File: config.mk
export PLATFORM = sky130hd
export DESIGN_NAME = lattice_sig_hint_decoder_flat
export DESIGN_NICKNAME = d
export VERILOG_FILES = /design/src/lshd_pkg.sv /design/src/lshd_ifs.sv /design/src/lattice_sig_hint_decoder.sv /design/src/lshd_ram.sv /design/src/lshd_queue.sv /design/src/lshd_front.sv /design/src/lshd_back.sv /design/src/flat_wrapper.sv
export SDC_FILE = /design/constraint.sdc
export NUM_CORES = 2
export LEC_CHECK = 0
export ABC_AREA = 0
export BUFFER_PORTS_ARGS = -buffer_cell sky130_fd_sc_hd__buf_4
export CAP_MARGIN = 0
export CORE_ASPECT_RATIO = 0.7
export CORE_MARGIN = 10
export CORE_UTILIZATION = 60
export CTS_CLUSTER_SIZE = 12
export DETAILED_ROUTE_END_ITERATION = 7
export PLACE_DENSITY = 0.74
export SLEW_MARGIN = 0
export SYNTH_ARGS = -nofsm -noshare
export SYNTH_HDL_FRONTEND = slang
export SYNTH_SLANG_ARGS = --single-unit
File: constraint.sdc
create_clock -name clk_i -period 9.3 [get_ports clk_i]
set_input_delay 1.86 -clock clk_i [delete_from_list [all_inputs] [get_ports clk_i]]
set_output_delay 1.86 -clock clk_i [all_outputs]
set_load 0.01 [all_outputs]
File: src/lshd_pkg.sv
// ----------------------------------------------------------------------------
// lshd_pkg
// Shared widths and types of the signature hint-section decoder.
// ----------------------------------------------------------------------------
package lshd_pkg;

  localparam int BYTE_W    = 8;
  localparam int WORD_W    = 64;
  localparam int WIDX_W    = 5;
  localparam int MAX_POLYS = 8;
  localparam int POLY_W    = 3;

  typedef logic [MAX_POLYS-1:0][BYTE_W-1:0] lshd_cnt_arr_t;

  // one finished section, handed from the loader to the decoder
  typedef struct packed {
    logic          bank;
    logic          count_err;
    lshd_cnt_arr_t counts;
  } lshd_tok_t;

  // decoder gives a section bank back to the loader
  typedef struct packed {
    logic valid;
    logic bank;
  } lshd_rel_t;

endpackage

File: src/lshd_ifs.sv
// ----------------------------------------------------------------------------
// lshd channel interfaces
// Valid/ready channels for section bytes in and hint words out.
// ----------------------------------------------------------------------------
interface lshd_in_if
  import lshd_pkg::*;
();
  logic              valid;
  logic              ready;
  logic [BYTE_W-1:0] section_byte;

  modport source (output valid, output section_byte, input ready);
  modport sink   (input valid, input section_byte, output ready);
endinterface

interface lshd_out_if
  import lshd_pkg::*;
();
  logic              valid;
  logic              ready;
  logic [WORD_W-1:0] hint_word;
  logic [WIDX_W-1:0] word_index;
  logic              malformed;
  logic              last_word;

  modport source (output valid, output hint_word, output word_index, output malformed,
                  output last_word, input ready);
  modport sink   (input valid, input hint_word, input word_index, input malformed,
                  input last_word, output ready);
endinterface

File: src/lattice_sig_hint_decoder.sv
// ----------------------------------------------------------------------------
// lattice_sig_hint_decoder
// Unpacks the hint section of a lattice signature into 64-bit hint words.
// ----------------------------------------------------------------------------
//  channel  dir  payload                                            handshake
//  sec_i    in   section_byte[7:0]                                  valid/ready
//  hint_o   out  hint_word[63:0] word_index[4:0] malformed last_word valid/ready
//
// a byte is stored every cycle sec_i.ready is high, in one bank of a two-bank section RAM
// per polynomial the decoder takes a start step, visits each index slot with a RAM read
// and a check, and flushes the polynomial's words into the word RAM; it emits each word
// by a word RAM read and an output load, while the loader may fill the other bank
// reset clears control state and pbuf; no clearing pass, hint words rewritten per section
// sec_i.ready drops only while both banks wait for, or are in, decoding
module lattice_sig_hint_decoder
  import lshd_pkg::*;
#(
  parameter int MAX_HINTS = 55,
  parameter int POLYS     = 6,
  parameter int COEFFS    = 256
) (
  input  logic       clk_i,
  input  logic       rst_ni,
  lshd_in_if.sink    sec_i,
  lshd_out_if.source hint_o
);

  localparam int SECTION_LEN = MAX_HINTS + POLYS;
  localparam int PW          = $clog2(SECTION_LEN);
  localparam int SDEPTH      = 2 * (2 ** PW);

  logic              s_we;
  logic [PW:0]       s_waddr;
  logic [BYTE_W-1:0] s_wdata;
  logic [PW:0]       s_raddr;
  logic [BYTE_W-1:0] s_rdata;

  logic              push;
  lshd_tok_t         push_tok;
  logic              q_full;
  logic              q_valid;
  lshd_tok_t         q_tok;
  logic              q_pop;
  lshd_rel_t         rel;

  lshd_front #(
    .MAX_HINTS (MAX_HINTS),
    .POLYS     (POLYS)
  ) u_front (
    .clk_i    (clk_i),
    .rst_ni   (rst_ni),
    .sec_i    (sec_i),
    .we_o     (s_we),
    .waddr_o  (s_waddr),
    .wdata_o  (s_wdata),
    .push_o   (push),
    .tok_o    (push_tok),
    .q_full_i (q_full),
    .rel_i    (rel)
  );

  lshd_ram #(
    .WIDTH (BYTE_W),
    .DEPTH (SDEPTH)
  ) u_section_ram (
    .clk_i   (clk_i),
    .we_i    (s_we),
    .waddr_i (s_waddr),
    .wdata_i (s_wdata),
    .raddr_i (s_raddr),
    .rdata_o (s_rdata)
  );

  lshd_queue u_queue (
    .clk_i   (clk_i),
    .rst_ni  (rst_ni),
    .push_i  (push),
    .tok_i   (push_tok),
    .full_o  (q_full),
    .valid_o (q_valid),
    .tok_o   (q_tok),
    .pop_i   (q_pop)
  );

  lshd_back #(
    .MAX_HINTS (MAX_HINTS),
    .POLYS     (POLYS),
    .COEFFS    (COEFFS)
  ) u_back (
    .clk_i     (clk_i),
    .rst_ni    (rst_ni),
    .q_valid_i (q_valid),
    .q_tok_i   (q_tok),
    .q_pop_o   (q_pop),
    .rel_o     (rel),
    .s_raddr_o (s_raddr),
    .s_rdata_i (s_rdata),
    .hint_o    (hint_o)
  );

endmodule

File: src/lshd_ram.sv
// ----------------------------------------------------------------------------
// lshd_ram
// Generic single-write, single-read RAM with registered read data.
// ----------------------------------------------------------------------------
module lshd_ram #(
  parameter  int WIDTH = 8,
  parameter  int DEPTH = 64,
  localparam int AW    = (DEPTH > 1) ? $clog2(DEPTH) : 1
) (
  input  logic             clk_i,
  input  logic             we_i,
  input  logic [AW-1:0]    waddr_i,
  input  logic [WIDTH-1:0] wdata_i,
  input  logic [AW-1:0]    raddr_i,
  output logic [WIDTH-1:0] rdata_o
);

  logic [WIDTH-1:0] mem_q [DEPTH];
  logic [WIDTH-1:0] rdata_q;

  always_ff @(posedge clk_i) begin
    if (we_i) begin
      mem_q[waddr_i] <= wdata_i;
    end
    rdata_q <= mem_q[raddr_i];
  end

  assign rdata_o = rdata_q;

endmodule

File: src/lshd_queue.sv
// ----------------------------------------------------------------------------
// lshd_queue
// Two-entry queue of finished sections between loader and decoder.
// ----------------------------------------------------------------------------
module lshd_queue
  import lshd_pkg::*;
(
  input  logic      clk_i,
  input  logic      rst_ni,
  input  logic      push_i,
  input  lshd_tok_t tok_i,
  output logic      full_o,
  output logic      valid_o,
  output lshd_tok_t tok_o,
  input  logic      pop_i
);

  lshd_tok_t  ent_q [2];
  logic       wp_q, wp_d;
  logic       rp_q, rp_d;
  logic [1:0] cnt_q, cnt_d;

  assign full_o  = (cnt_q == 2'd2);
  assign valid_o = (cnt_q != 2'd0);
  assign tok_o   = ent_q[rp_q];

  always_comb begin
    wp_d  = wp_q;
    rp_d  = rp_q;
    cnt_d = cnt_q;
    if (push_i) begin
      wp_d = !wp_q;
    end
    if (pop_i) begin
      rp_d = !rp_q;
    end
    if (push_i && !pop_i) begin
      cnt_d = cnt_q + 2'd1;
    end else if (pop_i && !push_i) begin
      cnt_d = cnt_q - 2'd1;
    end
  end

  always_ff @(posedge clk_i or negedge rst_ni) begin
    if (!rst_ni) begin
      wp_q  <= 1'b0;
      rp_q  <= 1'b0;
      cnt_q <= 2'd0;
    end else begin
      wp_q  <= wp_d;
      rp_q  <= rp_d;
      cnt_q <= cnt_d;
    end
  end

  always_ff @(posedge clk_i) begin
    if (push_i) begin
      ent_q[wp_q] <= tok_i;
    end
  end

  a_no_overflow: assert property (@(posedge clk_i) disable iff (!rst_ni)
    push_i |-> !full_o)
    else $error("section queue pushed while full");

  a_no_underflow: assert property (@(posedge clk_i) disable iff (!rst_ni)
    pop_i |-> valid_o)
    else $error("section queue popped while empty");

endmodule

File: src/lshd_front.sv
// ----------------------------------------------------------------------------
// lshd_front
// Loads section bytes into a two-bank store and checks the counts on the fly.
// ----------------------------------------------------------------------------
module lshd_front
  import lshd_pkg::*;
#(
  parameter  int MAX_HINTS   = 55,
  parameter  int POLYS       = 6,
  localparam int SECTION_LEN = MAX_HINTS + POLYS,
  localparam int PW          = $clog2(SECTION_LEN)
) (
  input  logic              clk_i,
  input  logic              rst_ni,
  lshd_in_if.sink           sec_i,
  output logic              we_o,
  output logic [PW:0]       waddr_o,
  output logic [BYTE_W-1:0] wdata_o,
  output logic              push_o,
  output lshd_tok_t         tok_o,
  input  logic              q_full_i,
  input  lshd_rel_t         rel_i
);

  logic [PW-1:0]     pos_q, pos_d;
  logic              wbank_q, wbank_d;
  logic [1:0]        busy_q, busy_d;
  logic [BYTE_W-1:0] prev_q, prev_d;
  logic              err_q, err_d;
  lshd_cnt_arr_t     counts_q, counts_d;

  logic              acc;
  logic              is_cnt;
  logic              is_last;
  logic [8:0]        pos_ext;
  logic [8:0]        off;
  logic [POLY_W-1:0] pidx;
  logic [BYTE_W-1:0] raw;
  logic [BYTE_W-1:0] cnt;
  logic              bad;

  assign sec_i.ready = !busy_q[wbank_q] && !q_full_i;
  assign acc         = sec_i.valid && sec_i.ready;
  assign raw         = sec_i.section_byte;

  assign pos_ext = 9'(pos_q);
  assign off     = pos_ext - 9'(MAX_HINTS);
  assign pidx    = off[POLY_W-1:0];
  assign is_cnt  = (pos_ext >= 9'(MAX_HINTS));
  assign is_last = (pos_ext == 9'(SECTION_LEN - 1));

  // counts are clamped to the slot count, backwards or oversized ones flag
  assign cnt = (raw > 8'(MAX_HINTS)) ? 8'(MAX_HINTS) : raw;
  assign bad = (raw < prev_q) || (raw > 8'(MAX_HINTS));

  always_comb begin
    pos_d    = pos_q;
    wbank_d  = wbank_q;
    busy_d   = busy_q;
    prev_d   = prev_q;
    err_d    = err_q;
    counts_d = counts_q;
    if (acc) begin
      if (is_cnt) begin
        counts_d[pidx] = cnt;
        prev_d         = cnt;
        err_d          = err_q | bad;
      end
      if (is_last) begin
        pos_d           = '0;
        wbank_d         = !wbank_q;
        prev_d          = '0;
        err_d           = 1'b0;
        busy_d[wbank_q] = 1'b1;
      end else begin
        pos_d = pos_q + 1'b1;
      end
    end
    if (rel_i.valid) begin
      busy_d[rel_i.bank] = 1'b0;
    end
  end

  always_ff @(posedge clk_i or negedge rst_ni) begin
    if (!rst_ni) begin
      pos_q   <= '0;
      wbank_q <= 1'b0;
      busy_q  <= 2'b00;
      prev_q  <= '0;
      err_q   <= 1'b0;
    end else begin
      pos_q   <= pos_d;
      wbank_q <= wbank_d;
      busy_q  <= busy_d;
      prev_q  <= prev_d;
      err_q   <= err_d;
    end
  end

  always_ff @(posedge clk_i) begin
    counts_q <= counts_d;
  end

  assign we_o    = acc;
  assign waddr_o = {wbank_q, pos_q};
  assign wdata_o = raw;

  // the last byte of a section is always a count byte
  assign push_o = acc && is_last;
  always_comb begin
    tok_o.bank      = wbank_q;
    tok_o.count_err = err_q | bad;
    tok_o.counts    = counts_d;
  end

  a_bank_held: assert property (@(posedge clk_i) disable iff (!rst_ni)
    push_o |=> busy_q[$past(wbank_q)])
    else $error("filled bank not held for the decoder");

endmodule

File: src/lshd_back.sv
// ----------------------------------------------------------------------------
// lshd_back
// Walks one stored section, rebuilds the hint vector and sends it out by word.
// ----------------------------------------------------------------------------
module lshd_back
  import lshd_pkg::*;
#(
  parameter  int MAX_HINTS   = 55,
  parameter  int POLYS       = 6,
  parameter  int COEFFS      = 256,
  localparam int SECTION_LEN = MAX_HINTS + POLYS,
  localparam int PW          = $clog2(SECTION_LEN),
  localparam int WPP         = (COEFFS + 63) / 64,
  localparam int PBW         = WPP * WORD_W,
  localparam int PBI         = $clog2(PBW),
  localparam int KW          = (WPP > 1) ? $clog2(WPP) : 1,
  localparam int TOTAL_WORDS = POLYS * WPP,
  localparam int WAW         = (TOTAL_WORDS > 1) ? $clog2(TOTAL_WORDS) : 1
) (
  input  logic              clk_i,
  input  logic              rst_ni,
  input  logic              q_valid_i,
  input  lshd_tok_t         q_tok_i,
  output logic              q_pop_o,
  output lshd_rel_t         rel_o,
  output logic [PW:0]       s_raddr_o,
  input  logic [BYTE_W-1:0] s_rdata_i,
  lshd_out_if.source        hint_o
);

  typedef enum logic [9:0] {
    S_IDLE   = 10'b0000000001,
    S_PSTART = 10'b0000000010,
    S_RD     = 10'b0000000100,
    S_EX     = 10'b0000001000,
    S_FLUSH  = 10'b0000010000,
    S_TSTART = 10'b0000100000,
    S_TRD    = 10'b0001000000,
    S_TEX    = 10'b0010000000,
    S_ERD    = 10'b0100000000,
    S_ELD    = 10'b1000000000
  } lshd_bst_e;

  lshd_bst_e         st_q, st_d;
  lshd_tok_t         tok_q, tok_d;
  logic [POLY_W-1:0] p_q, p_d;
  logic [BYTE_W-1:0] j_q, j_d;
  logic [BYTE_W-1:0] prev_q, prev_d;
  logic [BYTE_W-1:0] last_q, last_d;
  logic              first_q, first_d;
  logic              err_q, err_d;
  logic [PBW-1:0]    pbuf_q, pbuf_d;
  logic [KW-1:0]     k_q, k_d;
  logic [WAW-1:0]    wa_q, wa_d;
  logic [WAW-1:0]    w_q, w_d;

  logic              ov_q, ov_d;
  logic [WORD_W-1:0] hw_q, hw_d;
  logic [WIDX_W-1:0] wi_q, wi_d;
  logic              mf_q, mf_d;
  logic              lw_q, lw_d;

  logic [BYTE_W-1:0] cnt_p;
  logic [BYTE_W-1:0] j_inc;
  logic              wwe;
  logic [WORD_W-1:0] wwdata;
  logic [WORD_W-1:0] wrdata;
  logic              w_last;

  assign cnt_p     = tok_q.counts[p_q];
  assign j_inc     = j_q + 8'd1;
  assign s_raddr_o = {tok_q.bank, PW'(j_q)};
  assign wwdata    = pbuf_q[{k_q, 6'd0} +: WORD_W];
  assign w_last    = (w_q == WAW'(TOTAL_WORDS - 1));

  lshd_ram #(
    .WIDTH (WORD_W),
    .DEPTH (TOTAL_WORDS)
  ) u_word_ram (
    .clk_i   (clk_i),
    .we_i    (wwe),
    .waddr_i (wa_q),
    .wdata_i (wwdata),
    .raddr_i (w_q),
    .rdata_o (wrdata)
  );

  always_comb begin
    st_d        = st_q;
    tok_d       = tok_q;
    p_d         = p_q;
    j_d         = j_q;
    prev_d      = prev_q;
    last_d      = last_q;
    first_d     = first_q;
    err_d       = err_q;
    pbuf_d      = pbuf_q;
    k_d         = k_q;
    wa_d        = wa_q;
    w_d         = w_q;
    q_pop_o     = 1'b0;
    rel_o.valid = 1'b0;
    rel_o.bank  = tok_q.bank;
    wwe         = 1'b0;
    ov_d        = ov_q && !hint_o.ready;
    hw_d        = hw_q;
    wi_d        = wi_q;
    mf_d        = mf_q;
    lw_d        = lw_q;

    unique case (st_q)
      S_IDLE: begin
        if (q_valid_i) begin
          q_pop_o = 1'b1;
          tok_d   = q_tok_i;
          err_d   = q_tok_i.count_err;
          p_d     = '0;
          prev_d  = '0;
          wa_d    = '0;
          w_d     = '0;
          st_d    = S_PSTART;
        end
      end
      S_PSTART: begin
        j_d     = prev_q;
        first_d = 1'b1;
        k_d     = '0;
        // a count that went backwards takes no indices
        st_d    = (prev_q < cnt_p) ? S_RD : S_FLUSH;
      end
      S_RD: begin
        st_d = S_EX;
      end
      S_EX: begin
        if (!first_q && (s_rdata_i <= last_q)) begin
          err_d = 1'b1;
        end
        // an index past the coefficient range sets nothing
        if ({1'b0, s_rdata_i} < 9'(COEFFS)) begin
          pbuf_d[s_rdata_i[PBI-1:0]] = 1'b1;
        end
        last_d  = s_rdata_i;
        first_d = 1'b0;
        j_d     = j_inc;
        st_d    = (j_inc < cnt_p) ? S_RD : S_FLUSH;
      end
      S_FLUSH: begin
        wwe  = 1'b1;
        wa_d = wa_q + 1'b1;
        k_d  = k_q + 1'b1;
        if (k_q == KW'(WPP - 1)) begin
          pbuf_d = '0;
          prev_d = cnt_p;
          p_d    = p_q + 1'b1;
          st_d   = (p_q == POLY_W'(POLYS - 1)) ? S_TSTART : S_PSTART;
        end
      end
      S_TSTART: begin
        j_d = prev_q;
        if (prev_q < 8'(MAX_HINTS)) begin
          st_d = S_TRD;
        end else begin
          rel_o.valid = 1'b1;
          st_d        = S_ERD;
        end
      end
      S_TRD: begin
        st_d = S_TEX;
      end
      S_TEX: begin
        // unused slots must be zero
        if (s_rdata_i != '0) begin
          err_d = 1'b1;
        end
        j_d = j_inc;
        if (j_inc < 8'(MAX_HINTS)) begin
          st_d = S_TRD;
        end else begin
          rel_o.valid = 1'b1;
          st_d        = S_ERD;
        end
      end
      S_ERD: begin
        if (!ov_q || hint_o.ready) begin
          st_d = S_ELD;
        end
      end
      S_ELD: begin
        ov_d = 1'b1;
        hw_d = wrdata;
        wi_d = WIDX_W'(w_q);
        mf_d = err_q;
        lw_d = w_last;
        w_d  = w_q + 1'b1;
        st_d = w_last ? S_IDLE : S_ERD;
      end
      default: begin
        st_d = S_IDLE;
      end
    endcase
  end

  always_ff @(posedge clk_i or negedge rst_ni) begin
    if (!rst_ni) begin
      st_q   <= S_IDLE;
      ov_q   <= 1'b0;
      pbuf_q <= '0;
    end else begin
      st_q   <= st_d;
      ov_q   <= ov_d;
      pbuf_q <= pbuf_d;
    end
  end

  always_ff @(posedge clk_i) begin
    tok_q   <= tok_d;
    p_q     <= p_d;
    j_q     <= j_d;
    prev_q  <= prev_d;
    last_q  <= last_d;
    first_q <= first_d;
    err_q   <= err_d;
    k_q     <= k_d;
    wa_q    <= wa_d;
    w_q     <= w_d;
    hw_q    <= hw_d;
    wi_q    <= wi_d;
    mf_q    <= mf_d;
    lw_q    <= lw_d;
  end

  assign hint_o.valid      = ov_q;
  assign hint_o.hint_word  = hw_q;
  assign hint_o.word_index = wi_q;
  assign hint_o.malformed  = mf_q;
  assign hint_o.last_word  = lw_q;

  a_ex_after_rd: assert property (@(posedge clk_i) disable iff (!rst_ni)
    (st_q == S_EX || st_q == S_TEX) |-> ($past(st_q) == S_RD || $past(st_q) == S_TRD))
    else $error("section byte used without a read the cycle before");

  a_load_free: assert property (@(posedge clk_i) disable iff (!rst_ni)
    st_q == S_ELD |-> !ov_q)
    else $error("output register loaded while still holding a word");

endmodule
File: src/flat_wrapper.sv
// flat-port wrapper written by rule: the top's interface ports become plain ports
module lattice_sig_hint_decoder_flat import lshd_pkg::*;
#(
  parameter int MAX_HINTS = 55,
  parameter int POLYS     = 6,
  parameter int COEFFS    = 256
)
  (clk_i, rst_ni, sec_i_valid, sec_i_section_byte, sec_i_ready, hint_o_valid, hint_o_hint_word, hint_o_word_index, hint_o_malformed, hint_o_last_word, hint_o_ready);
  lshd_in_if sec_i_i ();
  lshd_out_if hint_o_i ();
  input  logic clk_i;
  input  logic rst_ni;
  input wire logic [$bits(sec_i_i.valid)-1:0] sec_i_valid;
  input wire logic [$bits(sec_i_i.section_byte)-1:0] sec_i_section_byte;
  output wire logic [$bits(sec_i_i.ready)-1:0] sec_i_ready;
  output wire logic [$bits(hint_o_i.valid)-1:0] hint_o_valid;
  output wire logic [$bits(hint_o_i.hint_word)-1:0] hint_o_hint_word;
  output wire logic [$bits(hint_o_i.word_index)-1:0] hint_o_word_index;
  output wire logic [$bits(hint_o_i.malformed)-1:0] hint_o_malformed;
  output wire logic [$bits(hint_o_i.last_word)-1:0] hint_o_last_word;
  input wire logic [$bits(hint_o_i.ready)-1:0] hint_o_ready;
  assign sec_i_i.valid = sec_i_valid;
  assign sec_i_i.section_byte = sec_i_section_byte;
  assign sec_i_ready = sec_i_i.ready;
  assign hint_o_valid = hint_o_i.valid;
  assign hint_o_hint_word = hint_o_i.hint_word;
  assign hint_o_word_index = hint_o_i.word_index;
  assign hint_o_malformed = hint_o_i.malformed;
  assign hint_o_last_word = hint_o_i.last_word;
  assign hint_o_i.ready = hint_o_ready;
  lattice_sig_hint_decoder #(.MAX_HINTS(MAX_HINTS), .POLYS(POLYS), .COEFFS(COEFFS)) u_core (.clk_i(clk_i), .rst_ni(rst_ni), .sec_i(sec_i_i), .hint_o(hint_o_i));
endmodule
==> summary.md <==
| Metric | Value |
|---|---|
| Final-layout worst hold slack | `0.3897 ns` |
| Arr. time, crit path | `2.46 ns` |
| Port bufs | `84` |
| Number of enable-type register cells in the synthesized netlist | `2869` |
| WL per Instance | `31.90 µm` |
| Buffer and inverter count on the worst path | `1` |
| Synthesized Nets | `6164` |
| Congestion Overflow GR | `0` |
| Setup slack of the critical path after layout | `4.982 ns` |
| Part of the Yosys area used for sequential elements | `76.56%` |
| Detailed-routing iteration count for the pre-antenna-repair pass | `6` |
| Leakage power figure | `0.04983 µW` |
| Worst slack after detailed placement | `4.721 ns` |
| Hold violation total from the final report | `0` |
| Final HPWL DP | `162100 µm` |
| Leading cell types in the layout, fill and taps excluded | `2869 x edfxtp_1, 807 x mux4_2, 546 x nor2_1, 376 x a21oi_1, 325 x clkbuf_16` |
| Critical-path cell list | `nor2b_1 > a221oi_4 > buf_4` |
| Synth area leader | `edfxtp_1` |
| Critical Path Max Stage Delay | `0.88 ns` |
| Critical path's top delay family | `flip-flops` |
| Average vias per placed instance | `6.697` |
| Layout Cells excl Fill | `9293` |
| Drc violations | `0` |
| Largest net degree at the start of global routing | `240` |
| First-pass GRT wire length | `433100 µm` |
| Areal power density over the cells | `around 260 nW/µm²` |
| Initial antenna violation count | `5` |
| Final Wtd Congestion | `0.8441` |
| Ys async rst share | `8.774%` |
| Worst hold start | `u_core.u_back.u_word_ram.rdata_o[2]` |
| Vias | `62230` |
| Chip width | `566.7 µm` |
| Worst-margin pin slew | `1.298 ns` |
| Worst endpoint required time | `approximately 7.4 ns` |
| Post-synthesis cell area | `125500 µm²` |
| Vias in the first global route | `62090` |
| Setup Crit Path Kind | `reg -> out` |
| Synthesized area divided by synthesized cell count | `20.55 µm²` |
| Share of cells above drive strength 1 | `approximately a quarter` |
| RSZ-0062 raised after global routing | `no` |
| Most frequent standard cell in the layout excluding fill and tap cells | `edfxtp_1` |
| Portion of synthesized cell area occupied by the leading cell type | `68.63%` |
| Die Ht | `402.7 µm` |
| Run status | `finished, final reports clean` |
| Fmax | `0.2316 GHz` |
| CTS root buf | `clkbuf_16` |
| Die ar. | `228200 µm²` |
| I/O Pins | `85` |
| Synthesized instance count | `6110` |
| Cells resized by post-CTS repair | `0` |
| Number of nets with antenna violations after routing | `0` |
| Max Clock Skew | `0.05742 ns` |
| Slowest cell on the critical path | `dfrtp_1` |
| Worst max-slew margin expressed relative to the limit | `12.99%` |
| Main synth FF type | `edfxtp_1` |
| Worst min path class | `reg -> reg` |
| Clock Sinks | `3294` |
| Worst-Skew Late Latency | `0.86 ns` |
| Layout Area Growth over Synthesis | `10.44%` |
| Ranking of synthesized cells by area | `edfxtp_1 69%, mux4_2 14%, dfrtp_1 5.7%` |
| FF+latch count, synth | `between 3000 and 4000` |
| Number of nets in the layout | `6372` |
| Fin. max-slew vios | `0` |
| Reg clk slew, reported paths | `~0.060 ns` |
| Standard cell core area | `208100 µm²` |
| Count of warnings emitted by yosys | `0` |
| # H-tree levels | `5` |
| IR drop worst, VDD | `approximately 0.25 mV` |
| Number of setup buffers added after CTS | `0` |
| Starting DRT DRC Count | `8387` |
| Number of distinct standard cells referenced by the synthesized netlist | `67` |
| Starting density of the core | `60.33%` |
| Post-CTS Hold Buffers | `0` |
| Category of the worst setup path launch point | `register` |
| Post-route setup TNS | `0 ns` |
| Cell row count | `140` |
| Clock buffers created by TritonCTS | `roughly 320` |
| Period utilization | `46.43%` |
| Worst setup path startpoint | `u_core.u_front.wbank_q` |
| CTS tree | `yes` |
| Max FO, Critical Path | `14` |
| Crit Reg-Reg Startpoint | `u_core.u_back.j_q[0]` |
| Maximum root-to-sink buffer count | `4` |
| Final min period | `4.318 ns` |
| Combined global-route utilization of all metal layers | `between 20% and 30%` |
| Sort of element at the end of the critical path | `output port` |
| Placed instance count | `around 8800` |
| Setup violators final | `0` |
| Wire length after detailed routing | `296500 µm` |
| Number of violations of the max-capacitance limit | `0` |
layout make-up:
class	count	area (µm²)
sequential	3294	96110
fill	13100	69460
multi-input combinational	2458	28120
clock buffer	502	8827
tap	2769	3465
timing repair buffer	209	1727
clock inverter	28	266.5
inverter	32	123.9
antenna	1	2.502
cells by family (layout without fill, tap and decap cells):
family	count (synthesis)	after routing	share of synthesized area (%)
simple gates	850	850	2.961
mux	1026	1026	16.35
xor+xnor	24	24	0.1674
buf+inv	358	771	1.276
flops	3294	3294	76.56
fa+ha+maj	42	42	0.4186
compound gates	516	516	2.270
other cells	0	1	0
final timing paths:
kind                                                      to  slack, ns  cells after the start
setup / recovery                                 sec_i_ready       4.98                      3
hold / removal             u_core.u_back.hint_o.hint_word[2]       0.39                      0
hold reg to reg            u_core.u_back.hint_o.hint_word[2]       0.39                      0
setup reg to reg             u_core.u_section_ram.rdata_o[6]       5.12                      8
max in group asynchronous          u_core.u_back.pbuf_q[200]       6.69                      2
min in group asynchronous          u_core.u_back.pbuf_q[190]       1.14                      1
synth_stat cells (12+ instances only):
library cell and number:
buf_4 32, mux2_2 77, buf_1 48, nand2b_1 16
and2_1 18, nor2_1 573, buf_2 68, mux2i_1 130
nand2_1 92, mux4_2 807, a21oi_1 376, nand4_1 12
xor2_1 13, inv_1 29, edfxtp_1 2869, o22ai_1 12
nor2b_1 28, clkbuf_1 171, nor3_1 24, ha_1 42
o211ai_1 13, nand3_1 25, dfxtp_1 136, mux2_4 12
a22oi_1 20, o21ai_0 38, dfrtp_1 288, or3_1 14
per-layer routing:
| layer | global-route usage, % | routed length, µm | up-vias |
|---|---|---|---|
| li1 | - | - | 25140 |
| met1 | 38.86 | 118900 | 32590 |
| met2 | 36.36 | 129900 | 4004 |
| met3 | 9.135 | 40610 | 495 |
| met4 | 6.249 | 7114 | 4 |
| met5 | 0 | 24 | - |
worst register-to-register path: stages (launching register included):
cell,delay (ns)
edfxtp_1,0.33
buf_4,0.30
buf_12,0.62
buf_12,0.77
mux4_2,0.86
mux2i_1,0.42
o22ai_1,0.17
a21oi_1,0.43
a221oi_1,0.17
state kept, by name, indices dropped and copies added (netlist names), 6 cells and up:
register,cells
u_core.u_section_ram.rdata_o,8
u_core.u_back.st_q,10
u_core.u_back.tok_q,64
u_core.u_back.hint_o.hint_word,64
u_core.u_front.prev_q,8
u_core.u_back.pbuf_q,256
u_core.u_front.counts_q,64
u_core.u_queue.ent_q,132
u_core.u_back.u_word_ram.mem_q,1536
u_core.u_section_ram.mem_q,1024
u_core.u_back.u_word_ram.rdata_o,64
u_core.u_back.prev_q,8
u_core.u_back.j_q,8
u_core.u_front.pos_q,6
u_core.u_back.last_q,8
power breakdown:
part	switching [µW]	internal [µW]	total, µW	leakage (µW)
Combinational	4160	2700	6860	0.0105
Clock	5210	6530	11700	0.00436
Sequential	402	16600	17000	0.0349
per-stage QoR:
stage | area, µm² | power, µW | util, %
CTS | 138600 | 35720 | 66.62
finish | 138600 | 35560 | 66.62
global placement | 129500 | 24020 | 62.25
global route | 138600 | 36790 | 66.62
detailed placement | 129500 | 24090 | 62.25
floorplan | 125500 | 21880 | -
(Power assumes the default switching activity.)
